<file path="config.mk">
export PLATFORM = sky130hd
export DESIGN_NAME = unbounded_knapsack_dp_top
export DESIGN_NICKNAME = d
export VERILOG_FILES = /design/src/rtl/ukdp_pkg.sv /design/src/rtl/ukdp_ram.sv /design/src/rtl/ukdp_ctrl.sv /design/src/rtl/ukdp_datapath.sv /design/src/rtl/unbounded_knapsack_dp_top.sv
export SDC_FILE = /design/constraint.sdc
export NUM_CORES = 1
export LEC_CHECK = 0
export BUFFER_PORTS_ARGS = -buffer_cell sky130_fd_sc_hd__buf_2
export CORE_MARGIN = 4
export CORE_UTILIZATION = 50
export CTS_CLUSTER_SIZE = 20
export DETAILED_ROUTE_END_ITERATION = 10
export GPL_TIMING_DRIVEN = 0
export PLACE_DENSITY_LB_ADDON = 0.12
export SYNTH_ARGS = -nofsm -noshare
export SYNTH_HDL_FRONTEND = slang
export SYNTH_HIERARCHICAL = 1
export SYNTH_SLANG_ARGS = --single-unit
</file>
<file path="constraint.sdc">
create_clock -name i_clk -period 7.1 [get_ports i_clk]
set_input_delay 1.42 -clock i_clk [delete_from_list [all_inputs] [get_ports i_clk]]
set_output_delay 1.42 -clock i_clk [all_outputs]
set_load 0.02 [all_outputs]
</file>
<file path="src/rtl/ukdp_pkg.sv">
// Package for the unbounded knapsack block: sizes, widths, state and
// controller/datapath interface types.
// Used by every module in rtl/ except ukdp_ram; depends on nothing.
package ukdp_pkg;

    // Table geometry
    localparam int CAPACITY   = 16;
    localparam int VALUE_BITS = 24;
    localparam int DEPTH      = CAPACITY + 1;
    localparam int ADDR_W     = $clog2(DEPTH);
    localparam int CNT_W      = $clog2(CAPACITY + 2);

    // Port field widths
    localparam int SIZE_W     = 8;
    localparam int ITEM_VAL_W = 16;
    localparam int CAP_W      = 5;
    localparam int OUT_VAL_W  = 24;

    typedef logic [ADDR_W-1:0]     t_addr;
    typedef logic [CNT_W-1:0]      t_cnt;
    typedef logic [VALUE_BITS-1:0] t_value;

    typedef enum logic [1:0] {
        S_IDLE,
        S_SWEEP,
        S_DRAIN,
        S_EMIT
    } t_state;

    // Commands from the controller to the datapath
    typedef struct packed {
        logic accept;
        logic sweep_rd;
        logic emit;
    } t_cmd;

    // Status from the datapath to the controller
    typedef struct packed {
        logic skip;
        logic sweep_last;
        logic emit_done;
    } t_stat;

endpackage

</file>
<file path="src/rtl/ukdp_ram.sv">
// Generic RAM: one write port, two read ports, registered read data.
// Read returns the old contents on a same-cycle write. No dependencies.
module ukdp_ram #(
    parameter int WIDTH = 24,
    parameter int DEPTH = 17
) (
    input  logic                     i_clk,
    input  logic                     i_we,
    input  logic [$clog2(DEPTH)-1:0] i_waddr,
    input  logic [WIDTH-1:0]         i_wdata,
    input  logic [$clog2(DEPTH)-1:0] i_raddr_a,
    input  logic [$clog2(DEPTH)-1:0] i_raddr_b,
    output logic [WIDTH-1:0]         o_rdata_a,
    output logic [WIDTH-1:0]         o_rdata_b
);

    logic [WIDTH-1:0] r_mem [DEPTH];
    logic [WIDTH-1:0] r_rdata_a;
    logic [WIDTH-1:0] r_rdata_b;

    // Write port
    always_ff @(posedge i_clk) begin
        if (i_we) begin
            r_mem[i_waddr] <= i_wdata;
        end
    end

    // Registered read ports
    always_ff @(posedge i_clk) begin
        r_rdata_a <= r_mem[i_raddr_a];
        r_rdata_b <= r_mem[i_raddr_b];
    end

    assign o_rdata_a = r_rdata_a;
    assign o_rdata_b = r_rdata_b;

endmodule

</file>
<file path="src/rtl/ukdp_ctrl.sv">
// Controller state machine for the knapsack block: accept, sweep, drain, emit.
// Depends on ukdp_pkg.
module ukdp_ctrl (
    input  logic            i_clk,
    input  logic            i_rst_n,
    input  logic            i_item_valid,
    output logic            o_item_ready,
    input  ukdp_pkg::t_stat i_stat,
    output ukdp_pkg::t_cmd  o_cmd
);

    ukdp_pkg::t_state r_state;
    ukdp_pkg::t_state n_state;

    // State register
    always_ff @(posedge i_clk) begin
        if (!i_rst_n) begin
            r_state <= ukdp_pkg::S_IDLE;
        end else begin
            r_state <= n_state;
        end
    end

    // Next state and commands
    always_comb begin
        n_state      = r_state;
        o_cmd        = '0;
        o_item_ready = 1'b0;
        case (r_state)
            ukdp_pkg::S_IDLE: begin
                o_item_ready = 1'b1;
                o_cmd.accept = i_item_valid;
                if (i_item_valid) begin
                    n_state = ukdp_pkg::S_SWEEP;
                end
            end
            ukdp_pkg::S_SWEEP: begin
                o_cmd.sweep_rd = !i_stat.skip;
                if (i_stat.skip || i_stat.sweep_last) begin
                    n_state = ukdp_pkg::S_DRAIN;
                end
            end
            ukdp_pkg::S_DRAIN: begin
                // let the last table write land before the row is read
                n_state = ukdp_pkg::S_EMIT;
            end
            ukdp_pkg::S_EMIT: begin
                o_cmd.emit = 1'b1;
                if (i_stat.emit_done) begin
                    n_state = ukdp_pkg::S_IDLE;
                end
            end
            default: begin
                n_state = ukdp_pkg::S_IDLE;
            end
        endcase
    end

endmodule

</file>
<file path="src/rtl/ukdp_datapath.sv">
// Datapath for the knapsack block: table RAM, valid bits, sweep pipeline with
// forwarding, row read-out and the result register.
// Depends on ukdp_pkg and ukdp_ram.
module ukdp_datapath (
    input  logic                                i_clk,
    input  logic                                i_rst_n,
    input  ukdp_pkg::t_cmd                      i_cmd,
    output ukdp_pkg::t_stat                     o_stat,
    input  logic                                i_cfg_valid,
    input  logic [ukdp_pkg::CAP_W-1:0]          i_cfg_capacity_in_use,
    input  logic [ukdp_pkg::SIZE_W-1:0]         i_item_size,
    input  logic [ukdp_pkg::ITEM_VAL_W-1:0]     i_item_value,
    input  logic                                i_start_new_set,
    output logic                                o_res_valid,
    input  logic                                i_res_ready,
    output logic [ukdp_pkg::CAP_W-1:0]          o_capacity,
    output logic [ukdp_pkg::OUT_VAL_W-1:0]      o_best_value,
    output logic                                o_last_of_row
);

    // Configuration and item registers
    logic [ukdp_pkg::CAP_W-1:0]      r_cap;
    logic [ukdp_pkg::SIZE_W-1:0]     r_size;
    logic [ukdp_pkg::ITEM_VAL_W-1:0] r_value;
    ukdp_pkg::t_addr                 r_use;
    ukdp_pkg::t_addr                 n_use;

    // Sweep pipeline
    ukdp_pkg::t_addr                 r_c;
    logic [ukdp_pkg::DEPTH-1:0]      r_valid;
    logic                            r_va;
    logic                            r_vb;
    logic                            r_upd_v;
    ukdp_pkg::t_addr                 r_upd_c;
    ukdp_pkg::t_addr                 r_upd_b;
    logic                            r_fwd_v;
    ukdp_pkg::t_addr                 r_fwd_addr;
    ukdp_pkg::t_value                r_fwd_data;

    // Row read-out
    ukdp_pkg::t_cnt                  r_e;
    logic                            r_pend;
    ukdp_pkg::t_addr                 r_pend_c;

    // Result register
    logic                            r_res_valid;
    logic [ukdp_pkg::CAP_W-1:0]      r_res_cap;
    logic [ukdp_pkg::OUT_VAL_W-1:0]  r_res_val;
    logic                            r_res_last;

    ukdp_pkg::t_addr                 rd_a_addr;
    ukdp_pkg::t_addr                 rd_b_addr;
    ukdp_pkg::t_addr                 base_addr;
    ukdp_pkg::t_value                rd_a;
    ukdp_pkg::t_value                rd_b;
    ukdp_pkg::t_value                base;
    ukdp_pkg::t_value                old_v;
    ukdp_pkg::t_value                cand;
    ukdp_pkg::t_value                new_v;
    ukdp_pkg::t_value                emit_v;
    logic [ukdp_pkg::VALUE_BITS:0]   sum;
    logic                            emit_more;
    logic                            emit_load;
    logic                            emit_issue;

    // Clamp the capacity register into 1..CAPACITY
    always_comb begin
        if (r_cap == '0) begin
            n_use = ukdp_pkg::t_addr'(1);
        end else if (int'(r_cap) > ukdp_pkg::CAPACITY) begin
            n_use = ukdp_pkg::t_addr'(ukdp_pkg::CAPACITY);
        end else begin
            n_use = ukdp_pkg::t_addr'(r_cap);
        end
    end

    // Row read-out handshake: reissue the same address while the result is stalled
    assign emit_more  = r_e <= ukdp_pkg::t_cnt'(r_use);
    assign emit_load  = i_cmd.emit && r_pend && (!r_res_valid || i_res_ready);
    assign emit_issue = i_cmd.emit && emit_more && (!r_pend || emit_load);

    // Read addresses
    assign base_addr = r_c - ukdp_pkg::t_addr'(r_size);
    assign rd_a_addr = r_c;
    always_comb begin
        if (i_cmd.emit) begin
            rd_b_addr = emit_issue ? ukdp_pkg::t_addr'(r_e) : r_pend_c;
        end else begin
            rd_b_addr = base_addr;
        end
    end

    // Update: forward the write that landed on the read edge, saturate, take max
    always_comb begin
        if (r_fwd_v && (r_fwd_addr == r_upd_b)) begin
            base = r_fwd_data;
        end else begin
            base = r_vb ? rd_b : '0;
        end
        old_v  = r_va ? rd_a : '0;
        sum    = {1'b0, base} + (ukdp_pkg::VALUE_BITS + 1)'(r_value);
        cand   = sum[ukdp_pkg::VALUE_BITS] ? '1 : sum[ukdp_pkg::VALUE_BITS-1:0];
        new_v  = (old_v < cand) ? cand : old_v;
        emit_v = r_vb ? rd_b : '0;
    end

    // Status to the controller
    always_comb begin
        o_stat.skip       = (r_size == '0) ||
                            (r_size > ukdp_pkg::SIZE_W'(r_use));
        o_stat.sweep_last = r_c == r_use;
        o_stat.emit_done  = emit_load && (r_pend_c == r_use);
    end

    ukdp_ram #(
        .WIDTH(ukdp_pkg::VALUE_BITS),
        .DEPTH(ukdp_pkg::DEPTH)
    ) u_ram (
        .i_clk    (i_clk),
        .i_we     (r_upd_v),
        .i_waddr  (r_upd_c),
        .i_wdata  (new_v),
        .i_raddr_a(rd_a_addr),
        .i_raddr_b(rd_b_addr),
        .o_rdata_a(rd_a),
        .o_rdata_b(rd_b)
    );

    // Control registers
    always_ff @(posedge i_clk) begin
        if (!i_rst_n) begin
            r_cap       <= ukdp_pkg::CAP_W'(16);
            r_valid     <= '0;
            r_upd_v     <= 1'b0;
            r_fwd_v     <= 1'b0;
            r_pend      <= 1'b0;
            r_res_valid <= 1'b0;
        end else begin
            if (i_cfg_valid) begin
                r_cap <= i_cfg_capacity_in_use;
            end
            // clear the table on a new set, mark entries as they are written
            if (i_cmd.accept && i_start_new_set) begin
                r_valid <= '0;
            end else if (r_upd_v) begin
                r_valid[r_upd_c] <= 1'b1;
            end
            r_upd_v <= i_cmd.sweep_rd;
            r_fwd_v <= r_upd_v;
            if (emit_issue) begin
                r_pend <= 1'b1;
            end else if (emit_load) begin
                r_pend <= 1'b0;
            end
            if (emit_load) begin
                r_res_valid <= 1'b1;
            end else if (i_res_ready) begin
                r_res_valid <= 1'b0;
            end
        end
    end

    // Payload registers
    always_ff @(posedge i_clk) begin
        if (i_cmd.accept) begin
            r_size  <= i_item_size;
            r_value <= i_item_value;
            r_use   <= n_use;
            r_c     <= ukdp_pkg::t_addr'(i_item_size);
            r_e     <= ukdp_pkg::t_cnt'(1);
        end else begin
            if (i_cmd.sweep_rd) begin
                r_c <= r_c + ukdp_pkg::t_addr'(1);
            end
            if (emit_issue) begin
                r_e <= r_e + ukdp_pkg::t_cnt'(1);
            end
        end
        r_va       <= r_valid[rd_a_addr];
        r_vb       <= r_valid[rd_b_addr];
        r_upd_c    <= r_c;
        r_upd_b    <= base_addr;
        r_fwd_addr <= r_upd_c;
        r_fwd_data <= new_v;
        if (emit_issue) begin
            r_pend_c <= ukdp_pkg::t_addr'(r_e);
        end
        if (emit_load) begin
            r_res_cap  <= ukdp_pkg::CAP_W'(r_pend_c);
            r_res_val  <= ukdp_pkg::OUT_VAL_W'(emit_v);
            r_res_last <= r_pend_c == r_use;
        end
    end

    assign o_res_valid   = r_res_valid;
    assign o_capacity    = r_res_cap;
    assign o_best_value  = r_res_val;
    assign o_last_of_row = r_res_last;

endmodule

</file>
<file path="src/rtl/unbounded_knapsack_dp_top.sv">
// Top level of the unbounded knapsack best-value block.
// Channels:
//   item    : i_item_valid / o_item_ready with i_item_size, i_item_value,
//             i_start_new_set. One transaction brings one goods kind.
//   result  : o_res_valid / i_res_ready with o_capacity, o_best_value,
//             o_last_of_row. One row of results, capacity 1 upward, per item.
//   config  : i_cfg_valid / o_cfg_ready with i_cfg_capacity_in_use; always ready.
// Order of operation:
//   sweep: one table entry a cycle through the two-read, one-write table RAM;
//   then a drain step.
//   The first result follows the last sweep step through drain, read and load;
//   then one result a cycle while the receiver is ready.
//   A new item is taken once the last read of the row is loaded, while that last
//   result may still wait.
// Reset (synchronous, active low) empties the table, sets the capacity in use
// to 16 and drops any pending result.
// When the receiver stalls, the result register holds and the row read-out
// waits; nothing is lost.
// Depends on ukdp_pkg, ukdp_ctrl, ukdp_datapath, ukdp_ram.
module unbounded_knapsack_dp_top (
    input  logic                                i_clk,
    input  logic                                i_rst_n,
    input  logic                                i_cfg_valid,
    output logic                                o_cfg_ready,
    input  logic [ukdp_pkg::CAP_W-1:0]          i_cfg_capacity_in_use,
    input  logic                                i_item_valid,
    output logic                                o_item_ready,
    input  logic [ukdp_pkg::SIZE_W-1:0]         i_item_size,
    input  logic [ukdp_pkg::ITEM_VAL_W-1:0]     i_item_value,
    input  logic                                i_start_new_set,
    output logic                                o_res_valid,
    input  logic                                i_res_ready,
    output logic [ukdp_pkg::CAP_W-1:0]          o_capacity,
    output logic [ukdp_pkg::OUT_VAL_W-1:0]      o_best_value,
    output logic                                o_last_of_row
);

    ukdp_pkg::t_cmd  cmd;
    ukdp_pkg::t_stat stat;

    // Configuration writes are always accepted; the new capacity is used from the next accepted item on
    assign o_cfg_ready = 1'b1;

    ukdp_ctrl u_ctrl (
        .i_clk       (i_clk),
        .i_rst_n     (i_rst_n),
        .i_item_valid(i_item_valid),
        .o_item_ready(o_item_ready),
        .i_stat      (stat),
        .o_cmd       (cmd)
    );

    ukdp_datapath u_dp (
        .i_clk                (i_clk),
        .i_rst_n              (i_rst_n),
        .i_cmd                (cmd),
        .o_stat               (stat),
        .i_cfg_valid          (i_cfg_valid),
        .i_cfg_capacity_in_use(i_cfg_capacity_in_use),
        .i_item_size          (i_item_size),
        .i_item_value         (i_item_value),
        .i_start_new_set      (i_start_new_set),
        .o_res_valid          (o_res_valid),
        .i_res_ready          (i_res_ready),
        .o_capacity           (o_capacity),
        .o_best_value         (o_best_value),
        .o_last_of_row        (o_last_of_row)
    );

endmodule

</file>
==> impl_metrics.csv <==
group,metric,value,unit
worst_hold_path,min_path_type,"reg -> reg",
route,drt_wl_total,84.4,mm
timing,post-route-period-util,95.7,%
logic_synthesis,synth_nets,1860,
power,combPwrFrac,49.1,%
setup_path,worstPathMaxFanout,18,
route,drc_errors,0,
route,drt-initial-drc-count,2413,
setup_path,rr_startpoint,"u_dp/r_upd_b[0]",
logic_synthesis,synth-compound-area-share,6.95,%
timing,max-slew-margin-rel,9.71,%
setup_path,cp_common_cell,"buf_4",
clock_tree,cts.sinks,599,
power,irDropWorstVdd,0.322,mV
placed_design,port_buffers,65,
logic_synthesis,synth-simple-area-share,6.47,%
setup_path,crit_buf_inv,7,
logic_synthesis,synth_cells,1762,
timing,min_period,6790,ps
layout,drive_gt1_share,29.3,%
grt,antenna_found_initial,7,
power,leakage,11.4,nW
logic_synthesis,synth_edf_count,472,
clock_tree,clockRootBuffer,"clkbuf_16",
timing,tightest_slew,1350,ps
route,antenna_left,0,
clock_tree,tritoncts,"done",
logic_synthesis,synth_top_family_by_area,"multiplexers",
layout,layout_commonest_cell,"edfxtp_1",
setup_path,slowest_stage,"a2111oi_2",
grt,grt_max_degree,37,
setup_path,critPathLaunchType,"flip-flop",
clock_tree,numCtsBuffers,66,
setup_path,crit_required,7420,ps
layout,final_cells,2749,
worst_hold_path,hold_start,"u_dp/r_upd_c[0]",
layout,multi_input_area,10700,um2
timing,setup_viol,0,
logic_synthesis,synthAdderAreaFrac,2.89,%
logic_synthesis,yosysWarnings,6,
placed_design,gp_congestion,0.897,
setup_path,crit_type,"reg -> reg",
layout,nets,2045,
power,power.switching,6.39,mW
logic_synthesis,yosys.area.top_type_share,51.0,%
logic_synthesis,synth.area.mux_share,19.5,%
timing,holdWs,418,ps
power,p_int,9.76,mW
route,route.detailed.wl_per_inst,30.7,um
clock_tree,clk_latency,600,ps
power,pwr-share-seq,29.3,%
logic_synthesis,synth_flop_cell,"edfxtp_1",
floorplanning,die_h,244,um
run,drv_cap,0,
setup_path,cp_top_family,"compound AO/OA/AOI/OAI gates",
layout,utilization,59.3,%
placed_design,dp_cells,2599,
power,powerDensity,494,nW/um2
clock_tree,cts_max_level,3,
placed_design,hpwl,56.4,mm
setup_path,endpoint_kind,"flip-flop",
power,pwr-share-clk,21.6,%
timing,finalWorstSetupSlack,307,ps
grt,grt_pass1_vias,17700,
layout,syn2layout_area_growth,17.6,%
route,vias_per_cell,6.50,
logic_synthesis,syn_area,27800,um2
logic_synthesis,yosys-top-cells-area,"edfxtp_1, mux4_2, dfxtp_1",
logic_synthesis,avgSynthCellArea,15.8,um2
timing,timing.fmax,147,MHz
grt,grt-ovfl-total,0,
setup_path,arrival,7110,ps
power,power,16.2,mW
logic_synthesis,async_reset_ff_share,0,%
clock_tree,ctsHoldBuffers,0,
floorplanning,rows,86,
layout,seq_area,16700,um2
timing,drv_slew,0,
route,num_vias,17900,
logic_synthesis,synth_area_leader_cell,"edfxtp_1",
clock_tree,clk_pin_slew,60,ps
run_status,outcome,"complete, no violations",
logic_synthesis,yosysSeqAreaShare,60.2,%
timing,skew,34.9,ps
grt,grt.total_usage,27.9,%
clock_tree,clockBufferDepth,3,
timing,final_hold_viol_count,0,
logic_synthesis,synth-xor-area-share,1.13,%
logic_synthesis,ys_types,78,
setup_path,critPathMaxStageDelay,440,ps
layout,final_cell_mix,"edfxtp_1, mux4_2, dfxtp_1, nor2_1, buf_2",
floorplanning,pin_count,68,
floorplanning,start_util,50.4,%
route,dr.pass1.iters,5,
power,switching_share,39.6,%
setup_path,crit_path_start,"u_dp/r_upd_b[0]",
floorplanning,die_x,244,um
grt,grt_pass1_wl,121,mm
floorplanning,core,55100,um2
layout,nFillCells,4156,
floorplanning,dieArea,59400,um2
logic_synthesis,ys_ff_latch,599,
placed_design,pre_cts_ws,-2060,ps
## final cells by class
| type | instances | area share [%] |
|---|---|---|
| Antenna cell | 2 | 0.0153 |
| Buffer | 105 | 2.16 |
| Clock buffer | 88 | 5.81 |
| Clock inverter | 32 | 0.996 |
| Inverter | 37 | 0.425 |
| Multi-Input combinational cell | 1023 | 32.8 |
| Sequential cell | 599 | 51.2 |
| Tap cell | 748 | 2.86 |
| Timing Repair Buffer | 115 | 3.72 |
## logic make-up after synthesis
family          count (synthesis)
flops                         599
simple gates                  358
xor+xnor                       36
compound gates                273
mux                           289
buf+inv                       143
other cells                     1
fa+ha+maj                      63
## path summary, 6_finish.rpt
kind / end / slack, ps / depth (start not counted)
setup / recovery: u_dp/u_ram/r_mem[1][18] / 310 / 28
hold / removal: u_dp/r_fwd_addr[0] / 420 / 0
setup reg to reg: u_dp/u_ram/r_mem[1][18] / 310 / 28
hold reg to reg: u_dp/r_fwd_addr[0] / 420 / 0
## per-stage QoR
stage | TNS (ps) | cell area [um2]
2_1_floorplan | 0 | 27800
3_5_place_dp | -757040 | 29600
5_1_grt | -3400 | 32700
6_report | 0 | 32700
4_1_cts | 0 | 32600
3_3_place_gp | -746870 | 29000
## power groups by stage
stage / clock, mW / combinational [mW] / sequential (mW)
2_1_floorplan: 0 / 4.89 / 4.67
3_3_place_gp: 0 / 7.26 / 4.82
3_5_place_dp: 0 / 7.33 / 4.82
4_1_cts: 3.55 / 7.69 / 4.73
5_1_grt: 3.71 / 8.21 / 4.76
6_report: 3.49 / 7.93 / 4.73
## synth_stat cells (5+ instances only)
cell type and instances:
a21o_1 18, a21oi_1 49, a221oi_1 35, a221oi_2 14, a31oi_1 6, and2_1 51, and3_1 9, buf_2 16
buf_4 22, buf_6 13, clkbuf_1 46, dfxtp_1 127, edfxtp_1 472, ha_1 61, inv_1 37, mux2_2 23
mux2i_1 67, mux4_2 199, nand2_1 63, nand2b_1 12, nand3_1 17, nand4_1 11, nor2_1 125, nor2b_1 18
nor3_1 13, nor3b_1 5, o211ai_1 8, o21a_1 5, o21ai_0 29, o21ai_1 24, o22ai_1 50, or3_1 5
xnor2_1 17, xor2_1 19
## state kept, by name, indices dropped and copies added (netlist names), 8 cells and up
| signal | cells |
|---|---|
| u_dp/r_size | 8 |
| u_dp/u_ram/r_mem | 408 |
| u_dp/r_value | 16 |
| u_dp/r_fwd_data | 24 |
| u_dp/u_ram/o_rdata_a | 24 |
| u_dp/r_valid | 17 |
| u_dp/u_ram/o_rdata_b | 24 |
| u_dp/o_best_value | 24 |
## layer usage
layer	up-vias	share of wire [%]	GRT usage (%)
met2	1115	47	44.5
met1	9171	40	39.4
met3	131	11	6.78
met5	-	0.011	0
li1	7445	-	-
met4	2	1.9	6.65
## timing repair
action / in CTS / in global routing
gates cloned: 0 / 3
setup endpoints to repair: 432 / 432
pin swaps: 23 / 2
setup buffers: 25 / 1
gates resized for setup: 58 / 24
Power figures use the tool's default switching activity.
